**config.mk**
```make
export PLATFORM = sky130hd
export DESIGN_NAME = lfu_cell
export DESIGN_NICKNAME = d
export VERILOG_FILES = /design/src/design/lfu_pkg.sv /design/src/design/lfu_cell.sv
export SDC_FILE = /design/constraint.sdc
export NUM_CORES = 1
export LEC_CHECK = 0
export BUFFER_PORTS_ARGS = -buffer_cell sky130_fd_sc_hd__buf_2
export CAP_MARGIN = 20
export CORE_MARGIN = 2
export CORE_UTILIZATION = 45
export CTS_CLUSTER_DIAMETER = 200
export DETAILED_ROUTE_END_ITERATION = 7
export PLACE_DENSITY = 0.74
export SLEW_MARGIN = 20
export SYNTH_ARGS = -nofsm -noshare
export SYNTH_HDL_FRONTEND = slang
export SYNTH_SLANG_ARGS = --single-unit
export TNS_END_PERCENT = 30
```
**constraint.sdc**
```tcl
create_clock -name clk -period 2.6 [get_ports clk]
set_input_delay 0.13 -clock clk [delete_from_list [all_inputs] [get_ports clk]]
set_output_delay 0.13 -clock clk [all_outputs]
set_load 0.1 [all_outputs]
```
**src/design/lfu_pkg.sv**
```systemverilog
// Shared constants, packet and write-back types for the LFU cache engine.
`default_nettype none

package lfu_pkg;

	localparam int ENTRIES    = 16;
	localparam int COUNT_BITS = 16;
	localparam int STAMP_BITS = 48;
	localparam int KEY_W      = 32;
	localparam int DATA_W     = 32;
	localparam int CAP_W      = 5;
	localparam int IDX_W      = (ENTRIES > 1) ? $clog2(ENTRIES) : 1;
	localparam int USED_W     = $clog2(ENTRIES + 1);
	localparam int CMP_W      = (USED_W > CAP_W) ? USED_W : CAP_W;

	localparam logic [CAP_W-1:0]      CAP_RESET = CAP_W'(16);
	localparam logic [COUNT_BITS-1:0] COUNT_MAX = '1;
	localparam logic [COUNT_BITS-1:0] COUNT_ONE = COUNT_BITS'(1);

	// operation codes on the func field
	localparam logic FUNC_GET = 1'b0;
	localparam logic FUNC_PUT = 1'b1;

	// search packet handed from cell to cell
	typedef struct packed {
		logic                  active;
		logic [KEY_W-1:0]      key;
		logic                  found;
		logic [IDX_W-1:0]      found_idx;
		logic [DATA_W-1:0]     found_data;
		logic                  victim_valid;
		logic [IDX_W-1:0]      victim_idx;
		logic [COUNT_BITS-1:0] victim_cnt;
		logic [STAMP_BITS-1:0] victim_stamp;
		logic                  free_valid;
		logic [IDX_W-1:0]      free_idx;
		logic [USED_W-1:0]     used;
	} lfu_pkt_t;

	// write-back command broadcast to every cell
	typedef struct packed {
		logic                  en;
		logic [IDX_W-1:0]      idx;
		logic                  insert;
		logic                  write_data;
		logic [KEY_W-1:0]      key;
		logic [DATA_W-1:0]     data;
		logic [STAMP_BITS-1:0] stamp;
	} lfu_wb_t;

endpackage

`default_nettype wire

```
**src/design/lfu_cell.sv**
```systemverilog
// One cache entry: holds its state, updates the passing search packet.
`default_nettype none

module lfu_cell (
	input  wire                       clk,
	input  wire                       arst_n,
	input  wire  [lfu_pkg::IDX_W-1:0] cell_idx,
	input  lfu_pkg::lfu_pkt_t         pkt_in,
	input  lfu_pkg::lfu_wb_t          wb,
	output lfu_pkg::lfu_pkt_t         pkt_out
);
	import lfu_pkg::*;

	logic                  valid_q;
	logic [KEY_W-1:0]      key_q;
	logic [DATA_W-1:0]     data_q;
	logic [COUNT_BITS-1:0] cnt_q;
	logic [STAMP_BITS-1:0] stamp_q;
	lfu_pkt_t              pkt_q;
	lfu_pkt_t              pkt_nxt;
	logic                  wb_hit;
	logic                  older;

	assign wb_hit = wb.en && (wb.idx == cell_idx);

	// lower count wins, then older stamp
	assign older = !pkt_in.victim_valid ||
		(cnt_q < pkt_in.victim_cnt) ||
		((cnt_q == pkt_in.victim_cnt) && (stamp_q < pkt_in.victim_stamp));

	// fold this entry into the packet
	always_comb begin
		pkt_nxt = pkt_in;
		if (pkt_in.active) begin
			if (valid_q) begin
				pkt_nxt.used = pkt_in.used + USED_W'(1);
				if (!pkt_in.found && (key_q == pkt_in.key)) begin
					pkt_nxt.found      = 1'b1;
					pkt_nxt.found_idx  = cell_idx;
					pkt_nxt.found_data = data_q;
				end
				if (older) begin
					pkt_nxt.victim_valid = 1'b1;
					pkt_nxt.victim_idx   = cell_idx;
					pkt_nxt.victim_cnt   = cnt_q;
					pkt_nxt.victim_stamp = stamp_q;
				end
			end else if (!pkt_in.free_valid) begin
				pkt_nxt.free_valid = 1'b1;
				pkt_nxt.free_idx   = cell_idx;
			end
		end
	end

	// packet stage and valid mark
	always_ff @(posedge clk or negedge arst_n) begin
		if (!arst_n) begin
			pkt_q   <= '0;
			valid_q <= 1'b0;
		end else begin
			pkt_q <= pkt_nxt;
			if (wb_hit && wb.insert) begin
				valid_q <= 1'b1;
			end
		end
	end

	// entry payload write-back
	always_ff @(posedge clk) begin
		if (wb_hit) begin
			stamp_q <= wb.stamp;
			if (wb.insert) begin
				key_q  <= wb.key;
				data_q <= wb.data;
				cnt_q  <= COUNT_ONE;
			end else begin
				if (wb.write_data) begin
					data_q <= wb.data;
				end
				if (cnt_q != COUNT_MAX) begin
					cnt_q <= cnt_q + COUNT_ONE;
				end
			end
		end
	end

	assign pkt_out = pkt_q;

endmodule

`default_nettype wire

```
==> summary.md <==
| Metric | Value |
|---|---|
| DRT Pass-1 Iters | 6 |
| Crit path capture type | flip-flop |
| Final Cycle Share | 104% |
| H-tree Lvls | 1 |
| Yosys warnings | 0 |
| Crit path kind | reg2reg |
| XOR/XNOR Fraction of Synth Area | 3.38% |
| Final WL | 51300 microns |
| Reg2reg setup slack | -0.11 ns |
| Initial cell density of the core | 46.0% |
| Count of different cell masters after synthesis | 43 |
| HPWL Detailed | 27100 microns |
| Reg clk slew, reported paths | 0.07 ns |
| Die Ht | 170 microns |
| Post-route ant nets | 0 |
| Logic pwr share | 28.7% |
| Failing checks | negative setup slack |
| Clk buf depth | 3 |
| Number of global-route vias before repair | 12668 |
| Register area share after synthesis | 61.0% |
| Main area contributors after synthesis | edfxtp_1 31%, dfrtp_1 30%, ha_1 6.5%, nand2_1 4.9%, a32oi_1 4.8% |
| Chip Width | 170 microns |
| Hold Path Depth | 2 |
| Power density over cell area | 677 mW/mm^2 |
| Final Worst Setup Slack | -0.107 ns |
| Post-synth ARST share | 54.0% |
| Synth top area share | 30.9% |
| CTS Sinks | 278 |
| Core area | 0.0271 sq mm |
| Crit path buffers/inverters | 2 |
| Hold Path Origin | wb[113] |
| Via count | 12408 |
| Worst-Margin Slew | 0.726 ns |
| Arrival time worst endpoint | 3.13 ns |
| Post-layout net count | 2156 |
| Relative slew margins | 51.6% |
| CTS tree | yes |
| GRT Residual Overflow | 0 |
| Crit path largest cell delay | 0.52 ns |
| Reg2Reg Depth | 10 |
| CP cell instances | ha_4, a21oi_2, o21ai_1, a221oi_2, o21ai_2, a2111o_2, buf_12, clkbuf_16, nand3_1, nand2_1 |
| Root Driver | clkbuf_16 |
| Seq pwr share | 37.1% |
| Cell taking the most area after synthesis | edfxtp_1 |
| Simple-gate area share of the yosys netlist | 13.6% |
| Buffers on Ports | 422 |
| Pre-CTS WS | -0.0951 ns |
| DR DRC count | 0 |
| Hold Path End | cnt_q[12] |
| Adder and majority cell fraction of the synthesized area | 6.53% |
| GPL Wtd Cong | 0.867 |
| Worst VDD drop | 0.733 mV |
| Syn Std Cell Area | 0.0125 sq mm |
| Worst-Skew Late Latency | 0.57 ns |
| Top-count cell post-synth | nand2_1 |
| Die Area | 0.0290 sq mm |
| Slowest stage cell, crit path | a2111o_2 |
| Critical path's top delay family | compound AO/OA/AOI/OAI gates |
| Antenna violations before repair | 6 |
| CP startpoint kind | flip-flop |
| Global Route Usage Sum | 32.0% |
| WHS | 0.0718 ns |
| CP required | 3.02 ns |
| Max-Cap Viols | 0 |
| P&R area growth vs syn | 61.0% |
| Layout cells sized above 1 | 36.2% |
| Mapped Cells | 1070 |
| Worst min-delay path class | in2reg |
| Total power draw | 13.6 mW |
| Fin. max-slew vios | 0 |
| Fin Setup TNS | -4.12 ns |
| Number of DRC markers in iteration 0 | 1153 |
| Status | finished with violations |
| Internal power | 8.62 mW |
| Vias per cell | 5.58 |
| Compound-Gate Fraction of Synth Area | 7.89% |
| CP Max Fanout | 11 |
| LEAKAGE | 9.01 nW |
| Largest family of logic cells by synthesized area | simple AND/OR/NAND/NOR gates |
| Core Rows | 60 |
| Post-Syn Nets | 1409 |
| Final setup fails | 68 |
| Filler Cell Count | 1582 |
| Mean cell area of the mapped netlist | 11.6 sq um |
| Worst r2r src | stamp_q[11] |
| Max Fclk | 0.369 GHz |
| Most instantiated cells after synthesis | 162 x nand2_1, 150 x dfrtp_1, 128 x edfxtp_1 |
| Main synth FF type | dfrtp_1 |
| DR WL/cell | 23.1 microns |
| IO Count | 423 |
| Yosys reg bits | 278 |
| Switching share of power | 36.5% |
| Final Hold Viols | 0 |
| Post-synthesis mux area share | 3.62% |
| Largest net degree at the start of global routing | 69 |
| Clock share of power | 34.2% |
| Switch Pwr | 4.95 mW |
| Global-route wire length before repair | 70700 microns |
| Post-synth EDFFs | 128 |
| Worst r2r dst | pkt_out[34] |
| CTS Buf Count | 30 |
| Clock skew | 0.0296 ns |
| RSZ-0062 raised after global routing | true |
| Tmin final | 2.71 ns |
-- worst max-delay path by stage --
| stage | slack [ns] | end | cells after the start | start |
|---|---|---|---|---|
| floorplan | -1.19 | cnt_q[0] | 3 | cell_idx[2] |
| global placement | -0.08 | pkt_out[34] | 9 | stamp_q[17] |
| detailed placement | -0.1 | pkt_out[35] | 11 | stamp_q[47] |
| CTS | 0.01 | pkt_out[68] | 12 | stamp_q[47] |
| global route | -0.12 | pkt_out[37] | 10 | stamp_q[11] |
| finish | -0.11 | pkt_out[34] | 10 | stamp_q[11] |
-- cells in the final DEF, fill, tap and decap left out, types with 12 or more instances in the layout --
| cell type | count |
|---|---|
| buf_2 | 421 |
| dlygate4sd3_1 | 272 |
| nand2_1 | 160 |
| dfrtp_1 | 150 |
| edfxtp_1 | 128 |
| nor2_1 | 77 |
| inv_1 | 69 |
| nand3_1 | 59 |
| a32oi_1 | 55 |
| buf_4 | 55 |
| ha_1 | 53 |
| clkbuf_16 | 38 |
| xor2_1 | 35 |
| mux2_2 | 32 |
| nand3_2 | 25 |
| a21oi_1 | 24 |
| buf_12 | 15 |
| nand4_1 | 14 |
| a32oi_2 | 13 |
| xnor2_1 | 12 |
| ha_4 | 12 |
-- kinds of logic (layout without fill, tap and decap cells) --
kind of cell / count (synthesis) / count (layout)
buffers and inverters: 126 / 897
other: 0 / 9
xor gates and xnor gates: 48 / 48
adders and majority gates: 65 / 65
AOI/OAI and AO/OA: 133 / 133
muxes: 40 / 40
and+or+nand+nor: 380 / 380
DFF: 278 / 278
-- power groups by stage --
stage	clock, mW	combinational, mW	sequential (mW)
final	4.65	3.90	5.04
after global routing	4.85	4.05	5.06
after CTS	4.57	3.68	5.01
after detailed placement	0	3.33	5.10
after global placement	0	3.28	5.09
after floorplan	0	0.680	6.87
-- registers in the layout (all words and copies together) (netlist names) --
signal,flops
key_q,32
pkt_out,149
valid_q,1
stamp_q,48
data_q,32
cnt_q,16
-- worst reg2reg max path, cell delays in order, from the launching register on --
cell	delay (ns)
edfxtp_1	0.43
ha_4	0.25
a21oi_2	0.19
o21ai_1	0.14
a221oi_2	0.38
o21ai_2	0.15
a2111o_2	0.52
buf_12	0.17
clkbuf_16	0.18
nand3_1	0.10
nand2_1	0.06
-- routing by layer --
metal,up-vias,part of all wire (%),global-route usage [%]
met1,5952,33,35.2
li1,5327,-,-
met5,-,0,0
met4,0,6.3,16.0
met2,889,51,58.2
met3,240,9.2,7.12
-- metrics by stage --
stage | util (%) | instances | instance area [sq um]
after floorplan | - | 1070 | 12500
after global placement | 56.6 | 1848 | 15300
after detailed placement | 56.6 | 1848 | 15300
after CTS | 71.2 | 2186 | 19300
after global routing | 74.0 | 2220 | 20100
final | 74.0 | 2222 | 20100
-- area by class of cell --
cell class / instances / area (sq um) / share of cell area, %
Timing Repair Buffer: 772 / 5730 / 28.6
Sequential cell: 278 / 7600 / 37.9
Clock buffer: 39 / 888 / 4.43
Clock inverter: 17 / 176 / 0.880
Tap cell: 372 / 465 / 2.32
Antenna cell: 9 / 22.5 / 0.112
Multi-Input combinational cell: 666 / 4910 / 24.5
Inverter: 69 / 259 / 1.29
-- timing repair --
item                                    in CTS  in global routing
endpoints found under the setup margin      68                104
gates cloned                                 1                  5
gates resized for setup                     13                 69
hold endpoints to repair                   323                  0
setup buffers                                9                 22
hold buffers                               272                  0
pin swaps                                    9                 33
No activity file was read; power rests on OpenSTA's default activity.
